[config.mk]
export PLATFORM = sky130hd
export DESIGN_NAME = pps_ctrl
export DESIGN_NICKNAME = d
export VERILOG_FILES = /design/src/rtl/pps_pkg.sv /design/src/rtl/pps_ctrl.sv
export VERILOG_INCLUDE_DIRS = /design/src /design/src/rtl
export SDC_FILE = /design/constraint.sdc
export NUM_CORES = 1
export LEC_CHECK = 0
export ABC_AREA = 1
export BUFFER_PORTS_ARGS = -buffer_cell sky130_fd_sc_hd__buf_2
export CORE_MARGIN = 2
export CORE_UTILIZATION = 30
export CTS_BUF_LIST = sky130_fd_sc_hd__clkbuf_4
export DETAILED_ROUTE_END_ITERATION = 8
export HOLD_SLACK_MARGIN = 0.12
export PLACE_DENSITY_LB_ADDON = 0.25
export SYNTH_ARGS = -nofsm -noshare
export SYNTH_HDL_FRONTEND = slang
export SYNTH_SLANG_ARGS = --single-unit
[constraint.sdc]
create_clock -name i_clk -period 2.14 [get_ports i_clk]
set_input_delay 0.321 -clock i_clk [delete_from_list [all_inputs] [get_ports i_clk]]
set_output_delay 0.321 -clock i_clk [all_outputs]
set_load 0.02 [all_outputs]
[src/rtl/pure_pursuit_steering_top_assert.svh]
// Assertion macros used by the pure pursuit steering controller.
`ifndef PURE_PURSUIT_STEERING_TOP_ASSERT_SVH
`define PURE_PURSUIT_STEERING_TOP_ASSERT_SVH

// Implication checked on every clock edge outside reset.
`define PPS_ASSERT_IMPL(label, clk, rst_n, ante, cons, msg) \
    label: assert property (@(posedge clk) disable iff (!rst_n) (ante) |-> (cons)) \
        else $error(msg);

// Implication whose consequence is checked in the next cycle.
`define PPS_ASSERT_NEXT(label, clk, rst_n, ante, cons, msg) \
    label: assert property (@(posedge clk) disable iff (!rst_n) (ante) |=> (cons)) \
        else $error(msg);

`endif

[src/rtl/pps_pkg.sv]
// Shared types and constants of the pure pursuit steering block.
`default_nettype none
package pps_pkg;
    localparam int unsigned AtanEntries = 24;

    // Input command codes.
    typedef enum logic [1:0] {
        CMD_CLEAR  = 2'd0,
        CMD_APPEND = 2'd1,
        CMD_STEP   = 2'd2,
        CMD_NONE   = 2'd3
    } t_cmd;

    // Configuration register indexes.
    localparam logic [1:0] CFG_LOOKAHEAD = 2'd0;
    localparam logic [1:0] CFG_SPEED     = 2'd1;
    localparam logic [1:0] CFG_TOLERANCE = 2'd2;

    localparam logic [23:0] LOOKAHEAD_RST = 24'd26214;
    localparam logic [19:0] SPEED_RST     = 20'd13107;
    localparam logic [19:0] TOLERANCE_RST = 20'd3277;
    localparam logic signed [33:0] SIN_X0 = 34'sd652032874;

    // Commands from the controller to the datapath.
    typedef struct packed {
        logic load_pose;   // capture pose, start scan
        logic scan_issue;  // read waypoint at scan index
        logic scan_eval;   // distance of the returned waypoint
        logic sel_issue;   // read the selected waypoint
        logic sel_eval;    // capture dx, dy and distance
        logic mul_step;    // one step of the sequential squaring
        logic sqrt_init;
        logic sqrt_step;
        logic atan_init;
        logic atan_step;
        logic sin_init;
        logic sin_step;
        logic num_step;
        logic div_init;
        logic div_step;
        logic out_load;
        logic out_goal;
    } t_ctl;

    // Status from the datapath.
    typedef struct packed {
        logic hit;      // current scan waypoint is at or beyond lookahead
        logic goal;     // selected target within tolerance
        logic mul_done;
        logic sqrt_done;
        logic cordic_done;
        logic div_done;
    } t_sts;

    // Arctangent of 2^-i in 32 bit binary angle units.
    function automatic logic [31:0] atan_turn(input logic [4:0] i);
        logic [31:0] v;
        case (i)
            5'd0: v = 32'd536870912;  5'd1: v = 32'd316933406;
            5'd2: v = 32'd167458907;  5'd3: v = 32'd85004756;
            5'd4: v = 32'd42667331;   5'd5: v = 32'd21354465;
            5'd6: v = 32'd10680862;   5'd7: v = 32'd5340245;
            5'd8: v = 32'd2670163;    5'd9: v = 32'd1335087;
            5'd10: v = 32'd667544;    5'd11: v = 32'd333772;
            5'd12: v = 32'd166886;    5'd13: v = 32'd83443;
            5'd14: v = 32'd41721;     5'd15: v = 32'd20860;
            5'd16: v = 32'd10430;     5'd17: v = 32'd5215;
            5'd18: v = 32'd2607;      5'd19: v = 32'd1303;
            5'd20: v = 32'd651;       5'd21: v = 32'd325;
            5'd22: v = 32'd162;       5'd23: v = 32'd81;
            default: v = 32'd0;
        endcase
        return v;
    endfunction
endpackage
`default_nettype wire

[src/rtl/pps_ctrl.sv]
// Controller: handshakes, waypoint bookkeeping and the control step sequence.
`default_nettype none
module pps_ctrl #(
    parameter int unsigned MAX_WAYPOINTS = 64
) (
    input  wire logic                             i_clk,
    input  wire logic                             i_rst_n,
    input  wire logic                             i_valid,
    output logic                                  o_stall,
    input  wire logic [1:0]                       i_cmd,
    output logic                                  o_valid,
    input  wire logic                             i_stall,
    input  wire pps_pkg::t_sts                    i_sts,
    output pps_pkg::t_ctl                         o_ctl,
    output logic                                  o_wr_en,
    output logic [$clog2(MAX_WAYPOINTS)-1:0]      o_addr,
    output logic                                  o_goal,
    output logic                                  o_overflow
);
    import pps_pkg::*;

    localparam int unsigned AW = $clog2(MAX_WAYPOINTS);
    localparam int unsigned CW = $clog2(MAX_WAYPOINTS + 1);

    typedef enum logic [3:0] {
        S_IDLE, S_SCAN_RD, S_SCAN_WAIT, S_SCAN_MUL, S_SEL_RD, S_SEL_WAIT,
        S_SEL_MUL, S_SQRT, S_ATAN, S_SIN, S_NUM, S_DIV, S_OUT, S_HOLD
    } t_state;

    t_state          r_state;
    logic [CW-1:0]   r_count;
    logic [CW-1:0]   r_idx;
    logic            r_ovf;
    logic            r_goal;
    logic            w_in_xfer;
    t_cmd            w_cmd;

    assign w_cmd     = t_cmd'(i_cmd);
    assign o_stall   = (r_state != S_IDLE);
    assign w_in_xfer = i_valid && !o_stall;
    assign o_overflow = r_ovf;
    assign o_goal     = r_goal;

    // Write when an append transfer fits; otherwise address the scan.
    assign o_wr_en = w_in_xfer && w_cmd == CMD_APPEND && r_count < CW'(MAX_WAYPOINTS);
    assign o_addr  = w_in_xfer ? r_count[AW-1:0] : r_idx[AW-1:0];

    always_comb begin
        o_ctl = '0;
        o_ctl.load_pose = w_in_xfer && w_cmd == CMD_STEP;
        unique case (r_state)
            S_SCAN_WAIT: o_ctl.scan_eval = 1'b1;
            S_SCAN_MUL:  o_ctl.mul_step  = 1'b1;
            S_SEL_WAIT:  o_ctl.sel_eval  = 1'b1;
            S_SEL_MUL:   begin
                o_ctl.mul_step = 1'b1;
                o_ctl.sqrt_init = i_sts.mul_done;
            end
            S_SQRT: begin
                o_ctl.sqrt_step = 1'b1;
                o_ctl.atan_init = i_sts.sqrt_done;
            end
            S_ATAN: begin
                o_ctl.atan_step = 1'b1;
                o_ctl.sin_init  = i_sts.cordic_done;
            end
            S_SIN:  o_ctl.sin_step = 1'b1;
            S_NUM:  o_ctl.num_step = 1'b1;
            S_DIV:  begin
                o_ctl.div_step = 1'b1;
                o_ctl.out_load = i_sts.div_done;
            end
            S_SCAN_RD: o_ctl.scan_issue = 1'b1;
            S_SEL_RD:  o_ctl.sel_issue  = 1'b1;
            S_OUT:     o_ctl.div_init   = 1'b1;
            default: ;
        endcase
        if (r_state == S_SEL_MUL && i_sts.mul_done && i_sts.goal) begin
            o_ctl.out_goal  = 1'b1;
            o_ctl.sqrt_init = 1'b0;
        end
    end

    // State, list bookkeeping and result valid.
    always_ff @(posedge i_clk) begin
        if (!i_rst_n) begin
            r_state <= S_IDLE;
            r_count <= '0;
            r_idx   <= '0;
            r_ovf   <= 1'b0;
            r_goal  <= 1'b0;
            o_valid <= 1'b0;
        end else begin
            unique case (r_state)
                S_IDLE: begin
                    if (w_in_xfer) begin
                        unique case (w_cmd)
                            CMD_CLEAR: r_count <= '0;
                            CMD_APPEND: begin
                                if (r_count < CW'(MAX_WAYPOINTS)) begin
                                    r_count <= r_count + 1'b1;
                                end else begin
                                    r_ovf <= 1'b1;
                                end
                            end
                            CMD_STEP: begin
                                if (r_count != '0) begin
                                    r_idx   <= '0;
                                    r_state <= S_SCAN_RD;
                                end
                            end
                            default: ;
                        endcase
                    end
                end
                S_SCAN_RD:   r_state <= S_SCAN_WAIT;
                S_SCAN_WAIT: r_state <= S_SCAN_MUL;
                S_SCAN_MUL: begin
                    if (i_sts.mul_done) begin
                        if (i_sts.hit || r_idx == r_count - 1'b1) begin
                            r_state <= S_SEL_RD;
                        end else begin
                            r_idx   <= r_idx + 1'b1;
                            r_state <= S_SCAN_RD;
                        end
                    end
                end
                S_SEL_RD:   r_state <= S_SEL_WAIT;
                S_SEL_WAIT: r_state <= S_SEL_MUL;
                S_SEL_MUL: begin
                    if (i_sts.mul_done) begin
                        if (i_sts.goal) begin
                            r_goal  <= 1'b1;
                            o_valid <= 1'b1;
                            r_state <= S_HOLD;
                        end else begin
                            r_goal  <= 1'b0;
                            r_state <= S_SQRT;
                        end
                    end
                end
                S_SQRT: if (i_sts.sqrt_done) r_state <= S_ATAN;
                S_ATAN: if (i_sts.cordic_done) r_state <= S_SIN;
                S_SIN:  if (i_sts.cordic_done) r_state <= S_NUM;
                S_NUM:  r_state <= S_OUT;
                S_OUT:  r_state <= S_DIV;
                S_DIV: begin
                    if (i_sts.div_done) begin
                        o_valid <= 1'b1;
                        r_state <= S_HOLD;
                    end
                end
                S_HOLD: begin
                    if (!i_stall) begin
                        o_valid <= 1'b0;
                        r_state <= S_IDLE;
                    end
                end
                default: r_state <= S_IDLE;
            endcase
        end
    end

    `include "pure_pursuit_steering_top_assert.svh"

    `PPS_ASSERT_IMPL(a_cnt_max, i_clk, i_rst_n, 1'b1, r_count <= CW'(MAX_WAYPOINTS), "count overflow")
    `PPS_ASSERT_IMPL(a_valid_hold, i_clk, i_rst_n, o_valid, r_state == S_HOLD, "valid outside hold")
    `PPS_ASSERT_IMPL(a_scan_bound, i_clk, i_rst_n, r_state == S_SCAN_RD, r_idx < r_count, "scan past list")
    `PPS_ASSERT_NEXT(a_ovf_sticky, i_clk, i_rst_n, r_ovf, r_ovf, "overflow flag dropped")
endmodule
`default_nettype wire

== Yosys cells after proc, flatten, opt, wreduce, memory -nomap -nowiden ==
Index checks and enable logic that the tools add are counted.
Operators by class
  equality and inequality tests: 29
  magnitude comparators: 1
  reductions and logical operators: 22
  add/subtract/negate cells: 3
  bitwise operators: 1
  muxes and demuxes: 42
Operators by type and width (count)
  case mux 4 bit (14 select lines): 1
  2-to-1 mux 4 bit: 11
  2-to-1 mux 7 bit: 6
  case mux 7 bit (2 select lines): 2
  equality test 4 bit (second input constant): 6
  != test 2 bit (second input constant): 12
  equality test 4 x 3 -> 1 bit (second input constant): 4
  2-to-1 mux 1 bit: 16
  adder 7 x 1 -> 7 bit (second input constant): 2
  AND reduction 10 bit: 1
  equality test 4 x 2 -> 1 bit (second input constant): 2
  AND reduction 4 bit: 2
  equality test 7 bit: 1
  < comparator 7 bit (second input constant): 1
  nonzero test 7 bit: 1
  subtractor 7 x 1 -> 7 bit (second input constant): 1
  logical AND 1 bit: 6
  2-to-1 mux 2 bit: 3
  2-to-1 mux 6 bit: 1
  AND reduction 6 bit: 1
  AND reduction 5 bit: 1
  equality test 4 x 1 -> 1 bit (second input constant): 1
  zero test 4 bit: 1
  nonzero test 2 bit: 2
  other kinds (13): 13
Storage, ports and cells
  input port bits: 12
  flip-flop bits (word level): 21
  output and inout bits: 28

== Depth between registers and ports, before layout ==
  depth after elaboration: 6
  depth in mapped cells: 15
  mapped depth without buffers: 15

== Worst setup path after synthesis ==
No wires, ideal clock.
  path type: reg2reg
  start point: register r_state[2]
  end point: register r_count[0]
  arrival time: 1713 ps
  clock period less this slack: 1784 ps
  library setup time: 71 ps
  slack: 356 ps
  cell stages (with the launch flop): 6
  path through: dfxtp_1 -> nor2_4 -> nand3_2 -> nor4_1 -> o21ai_0 -> a21oi_1
On the way
  cells in the longest elaborated chain, start to end: 4
  elaborated cells on any way between the ends: 5
  those cells by class: reduce/logical (5)
RTL lines
  start, declared: RTL line pps_ctrl.sv:30  | t_state r_state;
  start signal, assigned: RTL line pps_ctrl.sv:87  | r_state <= S_IDLE;
  start signal, assigned: RTL line pps_ctrl.sv:109  | r_state <= S_SCAN_RD;
  start signal, assigned: RTL line pps_ctrl.sv:116  | S_SCAN_RD: r_state <= S_SCAN_WAIT;
  nonzero test 4 bit: RTL line pps_ctrl.sv:39  | assign o_stall = (r_state != S_IDLE);
  zero test 1 bit: RTL line pps_ctrl.sv:40  | assign w_in_xfer = i_valid && !o_stall;
  logical AND 1 bit: RTL line pps_ctrl.sv:40
  AND reduction 4 bit (no line) *
  end signal, assigned: RTL line pps_ctrl.sv:101  | r_count <= r_count + 1'b1;
  end, declared: RTL line pps_ctrl.sv:31  | logic [CW-1:0] r_count;
Mark *: on every way between the ends. The rest lies on a longest branch, timed or not.
A chain may end at the register's enable or synchronous reset.

==> results.toml <==
[sta]
finalSetupViolations = 0
tightest_slew_ns = 0.355
hold_viol_final = 0
fin_crit_ns = 1.99
fin_skew_ns = 0.00577
fin_setup_tns_ns = 0
rsz0062_at_grt = "no"
slew_headroom_pct = 76.2
whs_ns = 0.290
timing.fmax_mhz = 503
drv_slew = 0
finalCritPeriodShare_pct = 92.9

[clock_network]
cts.sinks = 21
clock_latency_ns = 0.31
path_clk_slew_ns = 0.13
numCtsBuffers = 3
clockBufferDepth = 2
cts_tree = "done"
htree_levels = 1
cts_root_buf = "clkbuf_4"
post_cts_buffers = 0

[global_routing]
grt.overflow.total = 0
first_global_vias = 1598
antenna_found_initial = 0
globalRouteTotalUtil_pct = 15.0
grt_pass1_wl_um = 7490
grt_max_degree = 14

[synthesis]
yosys_warnings = 0
synth_seq_cells = 21
synth.net_count = 283
synth_area_mm2 = 0.00166
avgSynthCellArea_um2 = 6.19
seq_area_frac_synth_pct = 25.3
ys_types = 35
synth_cells = 268

[detailed_routing]
wl_um = 4430
drc = 0
vias = 1754
routedWlPerCell_um = 11.7
drt_iter0_drc = 95
drt-vias-per-instance = 4.63
first_pass_iters = 4
ant_nets = 0

[floorplan]
start_util_pct = 30.5
io_pins = 40
row_count = 27
die_width_um = 78.4
die_h_um = 78.4
core_area_mm2 = 0.00544
dieArea_mm2 = 0.00614

[power_and_ir_drop]
cellLeakagePower_nw = 0.937
finalPower_w = 0.000976
peakVddDrop_uv = 244
power_density_mw_per_mm2 = 496

[min_path]
hold_class = "in -> reg"
hold_depth = 3

[critical_path]
worstSetupPathType = "reg -> out"
crit_arrival_ns = 1.67
critPathMaxStageDelay_ns = 0.55
r2r_slack_ns = 0.26
crit_chain = "nand2_2 > nor2_2 > nand2_1 > nor2_1 > buf_2"
path_depth = 5
startpoint_type = "flop"
worstPathRequired_ns = 1.82
crit_path_end_kind = "primary output"
slowest_stage = "dfxtp_1"
crit_family = "simple AND/OR/NAND/NOR gates"
worst-path-max-fanout = 8
crit_buf_inv = 1
reg2regPathDepth = 11

[layout]
fin_util_pct = 36.2
drive_above_1_share_pct = 24.4
diodes = 0
fillCellCount = 621
syn2layout_area_growth_pct = 18.6
regArea_um2 = 420
multi_input_area_mm2 = 0.00107
final_nets = 323
design_area_mm2 = 0.00197

[place]
port-buffer-count = 39
placed_cell_area_mm2 = 0.00193
gp_congestion = 0.857
dp_hpwl_um = 3520

[flow_run]
maxCapViolCount = 0

[status]
status = "completed"
## synth_stat cells (all sizes together)
cell type,number,area (µm²)
a31oi,1,6.26
nand2,68,295
xor2,5,43.8
o211ai,1,12.5
a211oi,1,7.51
a41oi,1,8.76
nor2,47,201
o22ai,1,20.0
clkbuf,2,7.51
nand3b,1,7.51
xnor2,2,17.5
buf,4,22.5
and3,1,7.51
nor3,8,50.1
o31ai,1,7.51
o2111ai,1,8.76
nor4,1,6.26
ha,3,37.5
nand3,19,100
a21oi,21,120
nand4,3,18.8
dfxtp,21,420
o21ai,17,88.8
inv,38,143
## registers in the layout, indices dropped and copies added, names as in the netlist
name,flops
r_count,7
r_idx,7
r_state,4
o_goal,1
o_overflow,1
o_valid,1
## logic make-up (layout without fill, tap and decap cells)
group / after synthesis / after routing / share of synthesized area [%]
fa+ha+maj: 3 / 3 / 2.26
compound gates: 45 / 45 / 16.9
simple gates: 148 / 148 / 41.4
xor+xnor: 7 / 7 / 3.70
buf+inv: 44 / 83 / 10.4
flops: 21 / 21 / 25.3
## worst register-to-register path: cells and delay by family (launching register included)
family	cells	cell delay, ns
DFF	1	0.41
AOI/OAI and AO/OA	2	0.23
xor gates and xnor gates	1	0.13
adders and majority gates	1	0.36
buffers and inverters	1	0.13
and+or+nand+nor	6	0.56
## final cells by class
type | instances | area share, %
Multi-Input combinational cell | 203 | 54.6
Sequential cell | 21 | 21.4
Timing Repair Buffer | 41 | 10.7
Inverter | 38 | 7.25
Tap cell | 72 | 4.58
Clock buffer | 4 | 1.53
## per-stage QoR
stage          instances  setup slack (ns)
2_1_floorplan        268             0.356
3_3_place_gp         375             0.275
3_5_place_dp         375             0.229
4_1_cts              379            0.0803
5_1_grt              379            0.0145
6_report             379             0.151
## metal layers
layer,vias up,GRT usage (%),routed length [µm]
met1,777,21.1,2200
met2,35,24.4,2030
met5,-,0,0
met4,0,2.63,39
li1,938,-,-
met3,4,2.41,157
## path summary, 6_finish.rpt
path | to | from
worst max-delay path | o_ctl[10] | r_state[1]
worst min-delay path | o_valid | i_rst_n
worst max register to register | r_idx[5] | r_count[0]
worst min register to register | o_goal | o_goal
## where the power goes
part | total (W) | internal [W] | switching (W)
clock | 0.000223 | 0.0000855 | 0.000137
combinational | 0.000333 | 0.000111 | 0.000222
sequential | 0.000421 | 0.000400 | 0.0000204
total | 0.000976 | 0.000597 | 0.000379
## repair_timing
action | 4_1_cts | 5_1_grt
hold buffers | 0 | 0
resized for setup | 0 | 2
endpoints found under the setup margin | 0 | 5
## cell usage in the layout (no fill, tap or decap), types with 2 or more instances in the layout
cell type | synthesis | layout
a21oi_1 | 19 | 19
nor3_1 | 6 | 6
clkbuf_4 | 0 | 4
nor2_2 | 4 | 4
dfxtp_1 | 21 | 21
nand2_4 | 4 | 4
xor2_1 | 5 | 5
nor2_4 | 2 | 2
inv_2 | 5 | 5
nand2_2 | 4 | 4
nand2_1 | 60 | 60
buf_2 | 3 | 39
ha_1 | 3 | 2
nand4_1 | 3 | 3
nor3_2 | 2 | 2
inv_1 | 33 | 33
o21ai_0 | 16 | 16
buf_4 | 1 | 2
xnor2_1 | 2 | 2
nand3_1 | 18 | 18
nor2_1 | 41 | 41
No activity file was read; power rests on OpenSTA's default activity.
